### config.mk
export PLATFORM = sky130hd
export DESIGN_NAME = aie_queue
export DESIGN_NICKNAME = d
export VERILOG_FILES = /design/src/sv/aie_pkg.sv /design/src/sv/aie_queue.sv
export SDC_FILE = /design/constraint.sdc
export NUM_CORES = 1
export LEC_CHECK = 0
export ABC_AREA = 0
export CAP_MARGIN = 5
export CORE_MARGIN = 2
export CORE_UTILIZATION = 28
export CTS_CLUSTER_SIZE = 40
export DETAILED_ROUTE_END_ITERATION = 10
export DONT_BUFFER_PORTS = 1
export PLACE_DENSITY = 0.51
export SKIP_LAST_GASP = 1
export SYNTH_ARGS = -nofsm -noshare
export SYNTH_HDL_FRONTEND = slang
export SYNTH_SLANG_ARGS = --single-unit
### constraint.sdc
create_clock -name clk -period 3.1 [get_ports clk]
set_input_delay 0.62 -clock clk [delete_from_list [all_inputs] [get_ports clk]]
set_output_delay 0.62 -clock clk [all_outputs]
set_load 0.01 [all_outputs]
### src/sv/aie_pkg.sv
package aie_pkg;

  // instruction classes, decided in the front part
  localparam logic [2:0] CLS_DP    = 3'd0;
  localparam logic [2:0] CLS_PSR   = 3'd1;
  localparam logic [2:0] CLS_BX    = 3'd2;
  localparam logic [2:0] CLS_MUL   = 3'd3;
  localparam logic [2:0] CLS_MULL  = 3'd4;
  localparam logic [2:0] CLS_BR    = 3'd5;
  localparam logic [2:0] CLS_UNSUP = 3'd6;

  localparam logic [31:0] STATUS_RESET = 32'h0000_00D3;
  localparam int unsigned QUEUE_DEPTH  = 2;

  typedef struct packed {
    logic [31:0] word;
    logic [2:0]  cls;
  } entry_t;

endpackage

### src/sv/aie_queue.sv
module aie_queue #(
  parameter int unsigned DEPTH = aie_pkg::QUEUE_DEPTH
) (
  input  logic            clk,
  input  logic            rst,
  input  logic            push,
  input  aie_pkg::entry_t push_entry,
  output logic            full,
  input  logic            pop,
  output logic            not_empty,
  output aie_pkg::entry_t head
);

  localparam int unsigned PW = (DEPTH > 1) ? $clog2(DEPTH) : 1;
  localparam int unsigned CW = $clog2(DEPTH + 1);

  aie_pkg::entry_t slots [DEPTH];
  logic [PW-1:0]   wr_ptr;
  logic [PW-1:0]   rd_ptr;
  logic [CW-1:0]   count;

  assign full      = (count == CW'(DEPTH));
  assign not_empty = (count != '0);
  assign head      = slots[rd_ptr];

  // store incoming transaction
  always_ff @(posedge clk) begin
    if (push) begin
      slots[wr_ptr] <= push_entry;
    end
  end

  // advance pointers and count
  always_ff @(posedge clk) begin
    if (rst) begin
      wr_ptr <= '0;
      rd_ptr <= '0;
      count  <= '0;
    end else begin
      if (push) begin
        wr_ptr <= (wr_ptr == PW'(DEPTH - 1)) ? '0 : wr_ptr + 1'b1;
      end
      if (pop) begin
        rd_ptr <= (rd_ptr == PW'(DEPTH - 1)) ? '0 : rd_ptr + 1'b1;
      end
      if (push && !pop) begin
        count <= count + 1'b1;
      end else if (pop && !push) begin
        count <= count - 1'b1;
      end
    end
  end

endmodule

==> impl_metrics.yaml <==
clock_network:
  clock-root-buffer: "clkbuf_8"
  cts_inserted_buffers: 9
  cts.repair.resized: 0
  cts_sinks: 75
  ctsHoldBuffers: 0
  postCtsSetupRepairBufs: 0
  clock_insertion_delay_worst_skew_ns: 0.33
  tritoncts_clock_tree: "built"
  clk_path_buf_depth: 2
  clkTransAtPathRegs_ns: 0.07
  cts.htree.levels: 3
die:
  floorplan.io_pins: 76
  die_footprint_sq_um: 10600
  floorplan.initialDensity_pct: 28.5
  die_w_um: 103
  core_area_sq_um: 9640
  num_rows: 36
  die_h_um: 103
sta:
  hold_slack_ns: 0.345
  layout_worst_path_cycle_share_pct: 73.6
  slew_violations: 0
  slew_headroom_pct: 31.4
  period_minus_slack_ns: 2.28
  fin_skew_ns: 0.00569
  fin_tns_setup_ns: 0
  rsz0062_at_grt: "no"
  worst_pin_slew_ns: 1.03
  timing_hold_violations_final: 0
  setup-violations-final: 0
  max_clock_freq_mhz: 438
placed_design:
  io_buffer_count: 0
  place_hpwl_mm: 3.01
  placer_s_final_routability_congestion_estimate: 0.685
pwr:
  p_comb_share_pct: 7.5
  netSwitchingFraction_pct: 21.7
  clockPowerShare_pct: 33.5
  leakage_uw: 0.000984
  power_density_nw_per_um2: 671
  p_sw_uw: 446
  power.sequential.fraction_pct: 59.1
  irDropWorstVdd_uv: 166
  internal_power_uw: 1610
logic_synthesis:
  ys_seq_elements: 75
  mappedNetlistArea_sq_um: 2750
  ys_types: 17
  ys_warn_count: 0
  synth-seq-area-share_pct: 80.2
  synth_nets: 171
  syn_avg_cell_area_sq_um: 21.0
  synthCells: 131
critical_path:
  max_stage_delay_ns: 0.84
  endpoint_kind: "output port"
  arrival_ns: 1.66
  critical_path_peak_fanout: 35
  slowest_stage: "dfxtp_2"
  timing.critical_path.required_ns: 2.48
  critical-path-top-delay-family: "flip-flops"
  worstPathBufferInverterCount: 0
  critPathKind: "reg2out"
  timing.critical_path.cells: "mux2_2"
  critPathLaunchType: "flop"
detailed_routing:
  via_per_inst: 4.14
  dr.first_iter.drc_count: 29
  drt_drc_violations_left: 0
  drt_pass1_iterations: 3
  avgRoutedWirePerCell_um: 16.5
  routed_wirelength_mm: 4.56
  antenna_left: 0
  vias: 1144
finish:
  utilization_pct: 31.8
  finish.net_count: 178
  final_common_cell: "edfxtp_1"
  filler_cell_count: 953
  signed_area_change_from_the_synthesized_netlist_to_the_final_layout_pct: 11.7
  drive_above_1_share_pct: 37.8
  mostFrequentLayoutCells: "70 x edfxtp_1, 35 x mux2_2, 9 x clkbuf_8, 4 x nor2_1, 4 x dfxtp_1"
  antenna_cells: 0
global_routing:
  global_route.overflow_total: 0
  grt_util_all_layers_pct: 8.59
  vias_in_the_first_global_route: 1226
  grt_antenna_before_repair: 0
  grt_max_degree: 36
  global_route_wire_length_before_repair_mm: 6.45
outcome:
  status: "completed"
run:
  max_cap_violations: 0
worst_hold_path:
  worst_hold_path_type: "in2reg"
==> path summary, 6_finish.rpt <==
| path | from | end | slack, ns | depth (start not counted) |
|---|---|---|---|---|
| min reg2reg | count[1]$_SDFFE_PP0P_ | count[1]$_SDFFE_PP0P_ | 0.52 | 2 |
| max | flop | head[28] | 0.82 | 1 |
| max reg2reg | wr_ptr$_SDFFE_PP0P_ | slots[0][6]$_DFFE_PP_ | 1.53 | 1 |
| min | rst | flop | 0.34 | 1 |
==> per-layer routing <==
layer / up-vias / GRT usage (%) / part of all wire, %
met5: - / 0 / 0
met4: 0 / 5.47 / 2.6
met3: 11 / 4.20 / 9.5
met2: 48 / 14.9 / 53
met1: 570 / 7.99 / 35
li1: 515 / - / -
==> per-stage QoR <==
stage / std cells / power, uW / instance area (sq um) / setup WS (ns)
finish: 276 / 2060 / 3070 / 0.819
global route: 276 / 2150 / 3070 / 0.680
CTS: 276 / 2100 / 3070 / 0.740
detailed placement: 260 / 1400 / 2880 / 1.13
global placement: 260 / 1390 / 2880 / 1.18
floorplan: 131 / 1370 / 2750 / 0.473
==> synthesized netlist by cell type, drive strengths merged <==
cell type / n / area share, %
edfxtp: 70 / 77
mux2: 35 / 14
dfxtp: 5 / 3.6
buf: 4 / 1.4
nor2: 4 / 0.55
xnor2: 2 / 0.64
xor2: 2 / 0.64
a21oi: 1 / 0.18
and2: 1 / 0.23
and2b: 1 / 0.32
ha: 1 / 0.46
inv: 1 / 0.14
nor2b: 1 / 0.23
o21ai: 1 / 0.18
or2: 1 / 0.23
or3: 1 / 0.23
==> area by class of cell <==
class / count / area (sq um) / share of cell area [%]
tap: 133 / 166 / 5.43
clock buffer: 10 / 128 / 4.16
clock inverter: 6 / 56.3 / 1.84
inverter: 1 / 3.75 / 0.122
multi-input combinational: 51 / 509 / 16.6
sequential: 75 / 2200 / 71.8
==> sequential cells by signal, summed over array words and instances (netlist names), named ones only <==
| signal | flops |
|---|---|
| wr_ptr | 1 |
| slots | 70 |
| rd_ptr | 1 |
| count | 2 |
==> power groups by stage <==
stage / registers, uW / logic (uW) / clock network, uW
detailed placement: 1240 / 158 / 0
finish: 1210 / 154 / 688
global placement: 1230 / 153 / 0
floorplan: 1210 / 152 / 0
global route: 1220 / 165 / 762
CTS: 1220 / 159 / 719
==> cell families after synthesis <==
kind of cell             synth area share, %
flip-flops                              80.2
AND/OR/NAND/NOR                         1.78
multiplexers                            14.4
adder cells (fa/ha/maj)                0.456
buffers and inverters                   1.55
AO/OA/AOI/OAI                          0.364
XOR/XNOR                                1.28
No activity file was read; power rests on OpenSTA's default activity.
