`src/sv/aie_pkg.sv`:
```
package aie_pkg;

  // instruction classes, decided in the front part
  localparam logic [2:0] CLS_DP    = 3'd0;
  localparam logic [2:0] CLS_PSR   = 3'd1;
  localparam logic [2:0] CLS_BX    = 3'd2;
  localparam logic [2:0] CLS_MUL   = 3'd3;
  localparam logic [2:0] CLS_MULL  = 3'd4;
  localparam logic [2:0] CLS_BR    = 3'd5;
  localparam logic [2:0] CLS_UNSUP = 3'd6;

  localparam logic [31:0] STATUS_RESET = 32'h0000_00D3;
  localparam int unsigned QUEUE_DEPTH  = 2;

  typedef struct packed {
    logic [31:0] word;
    logic [2:0]  cls;
  } entry_t;

endpackage

```
`src/sv/aie_front.sv`:
```
module aie_front (
  input  logic [31:0]      instruction_word,
  output aie_pkg::entry_t  entry
);

  logic [31:0] w;
  assign w = instruction_word;

  // classify in priority order; the first matching pattern wins
  always_comb begin
    entry.word = w;
    priority if (w[27:4] == 24'h12FFF1) begin
      entry.cls = aie_pkg::CLS_BX;
    end else if (w[27:22] == 6'd0 && w[7:4] == 4'b1001) begin
      entry.cls = aie_pkg::CLS_MUL;
    end else if (w[27:23] == 5'd1 && w[7:4] == 4'b1001) begin
      entry.cls = aie_pkg::CLS_MULL;
    end else if (w[27:25] == 3'd0 && w[7] && w[4]) begin
      entry.cls = aie_pkg::CLS_UNSUP;
    end else if (w[27:26] == 2'd0 && w[24:23] == 2'b10 && !w[20]) begin
      entry.cls = aie_pkg::CLS_PSR;
    end else if (w[27:26] == 2'd0) begin
      entry.cls = aie_pkg::CLS_DP;
    end else if (w[27:25] == 3'b101) begin
      entry.cls = aie_pkg::CLS_BR;
    end else begin
      entry.cls = aie_pkg::CLS_UNSUP;
    end
  end

endmodule

```
`config.mk`:
```
export PLATFORM = sky130hd
export DESIGN_NAME = aie_front
export DESIGN_NICKNAME = d
export VERILOG_FILES = /design/src/sv/aie_pkg.sv /design/src/sv/aie_front.sv
export SDC_FILE = /design/constraint.sdc
export NUM_CORES = 1
export LEC_CHECK = 0
export BUFFER_PORTS_ARGS = -buffer_cell sky130_fd_sc_hd__buf_2
export CORE_MARGIN = 4
export CORE_UTILIZATION = 30
export DETAILED_ROUTE_END_ITERATION = 6
export PLACE_DENSITY = 0.95
export SLEW_MARGIN = 20
export SYNTH_ARGS = -nofsm -noshare
export SYNTH_HDL_FRONTEND = slang
export SYNTH_SLANG_ARGS = --single-unit
```
`constraint.sdc`:
```
create_clock -name vclk -period 1.84
set_clock_uncertainty 0.1 [all_clocks]
set_input_delay 0.184 -clock vclk [all_inputs]
set_output_delay 0.184 -clock vclk [all_outputs]
set_load 0.05 [all_outputs]
```
==> qor_table.md, run 1 <==
| Quantity | This run |
|---|---|
| Status | completed |
| CLK BUF | 0 |
| Number of sequential cells in the layout | 0 |
| Mean instance size in the synthesized netlist | 7.03 um^2 |
| Fraction of final layout cells sized beyond drive strength 1 | 76.3% |
| Total track usage | 10.0% |
| Std-Cell Rows | 13 |
| Die Span Y | 44.9 um |
| Area share of the largest cell type after synthesis | 58.9% |
| Drt drc | 0 |
| Worst VDD drop | 0.150 mV |
| Fraction of power spent switching nets | 72.6% |
| Arr. time, crit path | 1520 ps |
| Critical-path maximum fanout | 2 |
| Hold Crit Start | instruction_word[3] |
| Maximum number of pins on one net before global-route repair | 7 |
| Routed vias | 432 |
| Number of antenna violations at the first check in global routing | 0 |
| Portion of the post-synthesis area used by sequential elements | 0% |
| Library cells used by synthesis | 18 |
| # diodes | 0 |
| Reg area | 0 um^2 |
| Global-route congestion overflow total | 0 |
| Fin. Hold Viols | 0 |
| Post-placement setup slack | -70.7 ps |
| Vias per std cell | 4.55 |
| Post-synthesis net count | 90 |
| Setup ws final | 31.5 ps |
| Setup TNS | 0 ps |
| Clock share of power | 0% |
| Core footprint | 1280 um^2 |
| Most frequently used cell type in the post-synthesis netlist | sky130_fd_sc_hd__buf_4 |
| Least-Margin Pin Slew | 372 ps |
| Post-route clock period utilization | 98.3% |
| Largest area contributor in the netlist | sky130_fd_sc_hd__buf_4 |
| Count of input and output buffers | 51 |
| Leakage power | 0.282 nW |
| HPWL after detailed placement | 1.02 mm |
| Iter 0 DRT Violations | 0 |
| Total Power | 0.207 mW |
| Global-route wire length before repair | 1.64 mm |
| Count of boundary I/O pins | 67 |
| Wire length on met3 | 165 um |
| Max-Cap Viols | 0 |
| Area Growth Syn to Fin | 27.0% |
| WL/cell | 11.4 um |
| Die boundary width | 44.9 um |
| Critical path startpoint | instruction_word[22] |
| Net switching component of the power | 0.150 mW |
| Element type at the critical path end | output port |
| Internal | 0.0569 mW |
| Total die area | 2010 um^2 |
| Critical path type | in2out |
| Element type at the critical path start | primary input |
| Setup violation total in the final timing report | 0 |
| Starting density of the core | 31.7% |
| Classification of the worst-slack hold path | in2out |
| Final period demand of the worst path | 1810 ps |
| RSZ-0062 raised after global routing | yes |
| Share of total power in sequential cells | 0% |
| Critical Path RT | 1560 ps |
| Antenna-violating nets left | 0 |
| Amount of wire on met2 after detailed routing | 593 um |
| Highest Signal Layer | met4 |
| Number of warnings printed during yosys synthesis | 0 |
| Number of nets in the finished design | 114 |
| Buffer count from post-CTS setup fixing | 0 |
| Max Transition Viols Final | 0 |
| Power per unit of standard cell area | 400 nW/um^2 |
| Routed length on met1 | 317 um |
| Leading cell types by total area after synthesis | sky130_fd_sc_hd__buf_4 59%, sky130_fd_sc_hd__nand2_1 4.6%, sky130_fd_sc_hd__a21oi_1 3.7% |
| Vias in the first global route | 417 |
| Share of power burned in combinational logic | 100.0% |
| Max-Slew Margin vs Limit | 75.2% |
| Hold-fix buffer count after cts | 0 |
| Wirelength, routed | 1.09 mm |
| First-pass iteration count of the detailed router | 1 |
| Cell area after synthesis | 408 um^2 |
| GP Congestion | 0.662 |
| Most common library cells after synthesis | 32 x sky130_fd_sc_hd__buf_4, 5 x sky130_fd_sc_hd__nand2_1, 3 x sky130_fd_sc_hd__a21oi_1, 3 x sky130_fd_sc_hd__nor2_1, 2 x sky130_fd_sc_hd__nand4_1 |
| Instance count of the mapped netlist | 58 |
| Highest clock frequency the design can meet | 553 MHz |
power by group through the flow:
stage	clock network, mW	registers, mW	logic [mW]
global placement	0	0	0.197
CTS	0	0	0.202
global route	0	0	0.218
floorplan	0	0	0.217
detailed placement	0	0	0.200
finish	0	0	0.207
path summary, 6_finish.rpt:
kind | cells after the start | endpoint
max | 6 | entry[2]
min | 0 | entry[6]
timing repair:
action / in CTS / in global routing
endpoints found under the setup margin: 1 / 3
endpoints found under the hold margin: 0 / 0
pin swaps: 0 / 2
gates resized for setup: 2 / 10
stage by stage:
step           util (%)  cells  hold WS [ps]  instance area (um^2)
3_3_place_gp       36.8     95           268                   473
4_1_cts            37.3     95           268                   479
6_report           40.3     95           268                   518
2_1_floorplan         -     58           435                   417
5_1_grt            40.3     95           268                   518
3_5_place_dp       36.8     95           268                   473
placed cells by master, fill, tap and decap left out, types with 2 or more instances in the layout:
cell type	n
sky130_fd_sc_hd__a21oi_1	2
sky130_fd_sc_hd__buf_2	46
sky130_fd_sc_hd__buf_4	3
sky130_fd_sc_hd__buf_6	4
sky130_fd_sc_hd__nand2_1	5
sky130_fd_sc_hd__nand4_1	2
sky130_fd_sc_hd__nor2_1	3
cell families (layout without fill, tap and decap cells):
family	Yosys count	count (layout)	synth area share [%]
buf+inv	33	55	59.8
compound gates	8	8	14.1
simple gates	17	17	26.1
layer usage:
metal	vias up	GRT usage [%]
li1	211	-
met1	188	10.0
met2	31	21.2
met3	2	1.59
met4	0	1.75
met5	-	0
worst max-delay path: stages:
cell,delay (ps)
sky130_fd_sc_hd__buf_6,90
sky130_fd_sc_hd__or4_4,520
sky130_fd_sc_hd__and4bb_1,340
sky130_fd_sc_hd__a31oi_2,60
sky130_fd_sc_hd__a21boi_2,170
sky130_fd_sc_hd__buf_6,160
final cells by class:
type	count	area (um^2)
Fill cell	143	767
Timing Repair Buffer	54	305
Multi-Input combinational cell	25	190
Tap cell	15	18.8
Inverter	1	3.75
(Power assumes the default switching activity.)
==> inputs of run 2 (changes only) <==
- BUFFER_PORTS_ARGS: -buffer_cell sky130_fd_sc_hd__buf_2 -> default
- CORE_AREA: default -> 4 4 41 43
- CORE_MARGIN: 4 -> default
- CORE_UTILIZATION: 30 -> default
- DIE_AREA: default -> 0 0 45 47
- DONT_BUFFER_PORTS: default -> 1
- PLACE_DENSITY: 0.95 -> 0.54
==> qor_table.md, run 2 (synthesis gave the netlist of run 1 again) <==
| Quantity | This run | Delta |
|---|---|---|
| Vias per std cell | 5.80 | was 4.55 |
| Power per unit of standard cell area | 181 nW/um^2 | was 400 nW/um^2 |
| Buffer count from post-CTS setup fixing | 0 | unchanged |
| Classification of the worst-slack hold path | in2out | unchanged |
| Max-Cap Viols | 0 | unchanged |
| Status | completed | unchanged |
| Setup violation total in the final timing report | 0 | unchanged |
| Area Growth Syn to Fin | -38.7% | was 27.0% |
| Core footprint | 1300 um^2 | was 1280 um^2 |
| Iter 0 DRT Violations | 5 | was 0 |
| Routed vias | 261 | was 432 |
| Global-route congestion overflow total | 0 | unchanged |
| Hold-fix buffer count after cts | 0 | unchanged |
| Max Transition Viols Final | 0 | unchanged |
| Total die area | 2120 um^2 | was 2010 um^2 |
| Critical-path maximum fanout | 3 | was 2 |
| RSZ-0062 raised after global routing | no | was yes |
| Post-route clock period utilization | 93.4% | was 98.3% |
| Most frequent standard cell in the layout excluding fill and tap cells | sky130_fd_sc_hd__nand2_1 | was sky130_fd_sc_hd__buf_2 |
| Critical path type | in2out | unchanged |
| First-pass iteration count of the detailed router | 4 | was 1 |
| Wirelength, routed | 682 um | was 1.09 mm |
| HPWL after detailed placement | 609 um | was 1.02 mm |
| Total Power | 0.0453 mW | was 0.207 mW |
| Drt drc | 0 | unchanged |
| Number of sequential cells in the layout | 0 | unchanged |
| Hold Crit Depth | 0 | unchanged |
| Antenna-violating nets left | 0 | unchanged |
| Setup TNS | 0 ps | unchanged |
| # diodes | 0 | unchanged |
| Final instance area | 250 um^2 | was 518 um^2 |
| Post-layout utilization of the core | 19.2% | was 40.3% |
| WL/cell | 15.2 um | was 11.4 um |
| Highest clock frequency the design can meet | 582 MHz | was 553 MHz |
| Placed cell count | 45 | was 95 |
| Cells resized by post-CTS repair | 0 | was 2 |
| Count of input and output buffers | 0 | was 51 |
| Std-Cell Rows | 13 | unchanged |
| Fin. Hold Viols | 0 | unchanged |
| Die Span Y | 47 um | was 44.9 um |
| Maximum number of pins on one net before global-route repair | 7 | unchanged |
| Filler Cells Inserted | 157 | was 143 |
| Fraction of final layout cells sized beyond drive strength 1 | 23.3% | was 76.3% |
| Global-route wire length before repair | 931 um | was 1.64 mm |
| Worst VDD drop | 0.0577 mV | was 0.150 mV |
| Total track usage | 5.66% | was 10.0% |
| Starting density of the core | 31.3% | was 31.7% |
| Least-Margin Pin Slew | 348 ps | was 372 ps |
| Number of nets in the finished design | 64 | was 114 |
| Number of antenna violations at the first check in global routing | 0 | unchanged |
| Placed instance area | 250 um^2 | was 473 um^2 |
| Element type at the critical path start | primary input | unchanged |
| Final period demand of the worst path | 1720 ps | was 1810 ps |
| Most frequent cells in the layout | 5 x sky130_fd_sc_hd__nand2_1, 3 x sky130_fd_sc_hd__nor2_1, 3 x sky130_fd_sc_hd__a21oi_1 | was 46 x sky130_fd_sc_hd__buf_2, 5 x sky130_fd_sc_hd__nand2_1, 4 x sky130_fd_sc_hd__buf_6 |
| Leakage power | 0.0811 nW | was 0.282 nW |
| Element type at the critical path end | output port | unchanged |
| CLK BUF | 0 | unchanged |
| Hold-critical path endpoint | entry[3] | was entry[6] |
| Reg area | 0 um^2 | unchanged |
| Hold Crit Start | instruction_word[0] | was instruction_word[3] |
| Count of boundary I/O pins | 67 | unchanged |
| GP Congestion | 0.673 | was 0.662 |
| Die boundary width | 45 um | was 44.9 um |
| Vias in the first global route | 241 | was 417 |
| Critical Path RT | 1560 ps | about the same |
| Count of non-filler cells in the finished layout | 45 | was 95 |
| Arr. time, crit path | 1430 ps | was 1520 ps |
| Max-Slew Margin vs Limit | 76.7% | was 75.2% |
-- run 2: cell types whose count changed in the layout (fill, tap and decap cells not counted), sizes merged --
| cell | change |
|---|---|
| clkbuf | -1 |
| buf | -49 |
-- run 2: worst max path at each step --
stage	startpoint	to	cells after the start
2_1_floorplan	instruction_word[4]	entry[2]	4
3_3_place_gp	instruction_word[5]	entry[2]	5
3_5_place_dp	instruction_word[5]	entry[2]	5
4_1_cts	instruction_word[5]	entry[2]	5
5_1_grt	instruction_word[5]	entry[2]	5
6_report	instruction_word[5]	entry[2]	5
-- run 2: worst max-delay path, cell delays in order --
cell and delay [ps]:
sky130_fd_sc_hd__or4_1 540, sky130_fd_sc_hd__and2b_2 270, sky130_fd_sc_hd__a31oi_1 100, sky130_fd_sc_hd__a21boi_1 150, sky130_fd_sc_hd__buf_4 190
-- run 2: per-stage QoR --
step	setup slack (ps)	hold slack [ps]
3_3_place_gp	136	268
3_5_place_dp	123	268
6_report	122	268
4_1_cts	124	268
2_1_floorplan	44.7	435
5_1_grt	57.8	268
-- run 2: routing by layer --
layer	routed length, um	global-route usage [%]	vias up	share of wire [%]
li1	-	-	111	-
met1	236	6.29	110	35
met2	286	8.76	36	42
met3	150	3.45	4	22
met4	8	2.34	0	1.2
met5	0	0	-	0
-- run 2: report_power, final --
group          internal, mW  switching, mW  leakage [nW]  total, mW
clock network             0              0             0          0
registers                 0              0             0          0
logic                0.0209         0.0244        0.0811     0.0453
-- run 2: final cells by class --
cell class / count / area [um^2] / area share [%]
well taps: 15 / 18.8 / 7.50
inverters: 1 / 3.75 / 1.50
multi-input cells: 25 / 173 / 69.0
repair buffers: 4 / 55.1 / 22.0
==> inputs of run 3 (changes only) <==
- CELL_PAD_IN_SITES_DETAIL_PLACEMENT: default -> 1
- CELL_PAD_IN_SITES_GLOBAL_PLACEMENT: default -> 2
- CORE_AREA: 4 4 41 43 -> default
- CORE_MARGIN: default -> 4
- CORE_UTILIZATION: default -> 27
- DIE_AREA: 0 0 45 47 -> default
- PLACE_DENSITY: 0.54 -> 0.95
- REMOVE_ABC_BUFFERS: default -> 1
==> qor_table.md, run 3 (synthesis gave the netlist of run 1 again) <==
| Quantity | This run | Delta |
|---|---|---|
| Routed vias | 266 | was 261 |
| Max-Cap Viols | 0 | unchanged |
| Post-placement setup slack | 119 ps | was 123 ps |
| CLK BUF | 0 | unchanged |
| Delay of the slowest critical-path stage | 520 ps | was 540 ps |
| Highest clock frequency the design can meet | 586 MHz | was 582 MHz |
| Vias in the first global route | 286 | was 241 |
| Fraction of final layout cells sized beyond drive strength 1 | 20.7% | was 23.3% |
| Critical Path RT | 1560 ps | about the same |
| Total Power | 0.0444 mW | was 0.0453 mW |
| RSZ-0062 raised after global routing | no | unchanged |
| Arr. time, crit path | 1420 ps | was 1430 ps |
| Count of input and output buffers | 0 | unchanged |
| Count of buffering cells on the critical path with inverters included | 1 | unchanged |
| Number of antenna violations at the first check in global routing | 0 | unchanged |
| Max-Slew Margin vs Limit | 75.4% | was 76.7% |
| First-pass iteration count of the detailed router | 1 | was 4 |
| Status | completed | unchanged |
| Starting density of the core | 29.9% | was 31.3% |
| Critical path startpoint | instruction_word[5] | unchanged |
| Maximum number of pins on one net before global-route repair | 7 | unchanged |
| Buffer count from post-CTS setup fixing | 0 | unchanged |
| Classification of the worst-slack hold path | in2out | unchanged |
| Worst VDD drop | 0.0332 mV | was 0.0577 mV |
| Element type at the critical path start | primary input | unchanged |
| Final instance area | 234 um^2 | was 250 um^2 |
| Critical path type | in2out | unchanged |
| Setup TNS | 0 ps | unchanged |
| Post-route clock period utilization | 92.8% | was 93.4% |
| Element type at the critical path end | output port | unchanged |
| Die boundary width | 46.9 um | was 45 um |
| Power per unit of standard cell area | 190 nW/um^2 | was 181 nW/um^2 |
| Vias per std cell | 6.05 | was 5.80 |
| Core footprint | 1370 um^2 | was 1300 um^2 |
| Drt drc | 0 | unchanged |
| WL/cell | 20.6 um | was 15.2 um |
| Final period demand of the worst path | 1710 ps | was 1720 ps |
| Global-route congestion overflow total | 0 | unchanged |
| Std-Cell Rows | 13 | unchanged |
| Iter 0 DRT Violations | 0 | was 5 |
| Number of nets in the finished design | 63 | was 64 |
| Setup violation total in the final timing report | 0 | unchanged |
| Filler Cells Inserted | 185 | was 157 |
| Slowest cell on the critical path | sky130_fd_sc_hd__or4_1 | unchanged |
| Max Transition Viols Final | 0 | unchanged |
| Setup ws final | 133 ps | was 122 ps |
| Hold-fix buffer count after cts | 0 | unchanged |
| Hold Crit Start | instruction_word[23] | was instruction_word[0] |
| # diodes | 0 | unchanged |
| Wirelength, routed | 907 um | was 682 um |
| Count of non-filler cells in the finished layout | 44 | was 45 |
| Cells resized by post-CTS repair | 0 | unchanged |
| Area Growth Syn to Fin | -42.6% | was -38.7% |
| Crit-path leading delay family | simple AND/OR/NAND/NOR gates | unchanged |
| GP Congestion | 0.743 | was 0.673 |
| Total die area | 2200 um^2 | was 2120 um^2 |
| Leakage power | 0.0752 nW | was 0.0811 nW |
| Count of boundary I/O pins | 67 | unchanged |
| Reg area | 0 um^2 | unchanged |
| Critical Path, Cell by Cell | or4_1 > and4bb_1 > a21oi_1 > a31oi_2 > buf_12 | was or4_1 > and2b_2 > a31oi_1 > a21boi_1 > buf_4 |
| Total track usage | 7.79% | was 5.66% |
| Placed instance area | 234 um^2 | was 250 um^2 |
| Least-Margin Pin Slew | 368 ps | was 348 ps |
| Antenna-violating nets left | 0 | unchanged |
| Fin. Hold Viols | 0 | unchanged |
| Most frequent cells in the layout | 5 x sky130_fd_sc_hd__nand2_1, 3 x sky130_fd_sc_hd__nor2_1, 3 x sky130_fd_sc_hd__a21oi_1 | unchanged |
| Number of sequential cells in the layout | 0 | unchanged |
| Placed cell count | 44 | was 45 |
| Most frequent standard cell in the layout excluding fill and tap cells | sky130_fd_sc_hd__nand2_1 | unchanged |
| Die Span Y | 46.9 um | was 47 um |
| Critical-path maximum fanout | 3 | unchanged |
| Global-route wire length before repair | 1.25 mm | was 931 um |
-- run 3: path summary, 6_finish.rpt --
path | endpoint | slack, ps | cells past startpoint
setup / recovery | entry[0] | 130 | 5
hold / removal | entry[26] | 270 | 0
-- run 3: per-stage QoR --
stage,hold slack [ps],util [%]
global route,268,17.1
CTS,268,17.1
finish,268,17.1
global placement,268,17.1
floorplan,268,-
detailed placement,268,17.1
-- run 3: power by group --
group          internal [mW]  switching (mW)  total [mW]
logic                 0.0203          0.0241      0.0444
registers                  0               0           0
clock network              0               0           0
total                 0.0203          0.0241      0.0444
-- run 3: layout make-up --
class / count / area, um^2 / area share (%)
inverters: 1 / 3.75 / 1.60
multi-input cells: 25 / 164 / 70.1
well taps: 15 / 18.8 / 8.02
repair buffers: 3 / 47.5 / 20.3
-- run 3: metal layers --
layer / global-route usage (%) / wire length (um) / vias to the layer above
li1: - / - / 109
met3: 8.43 / 238 / 2
met4: 1.10 / 5 / 0
met5: 0 / 0 / -
met2: 13.0 / 446 / 48
met1: 6.52 / 216 / 107
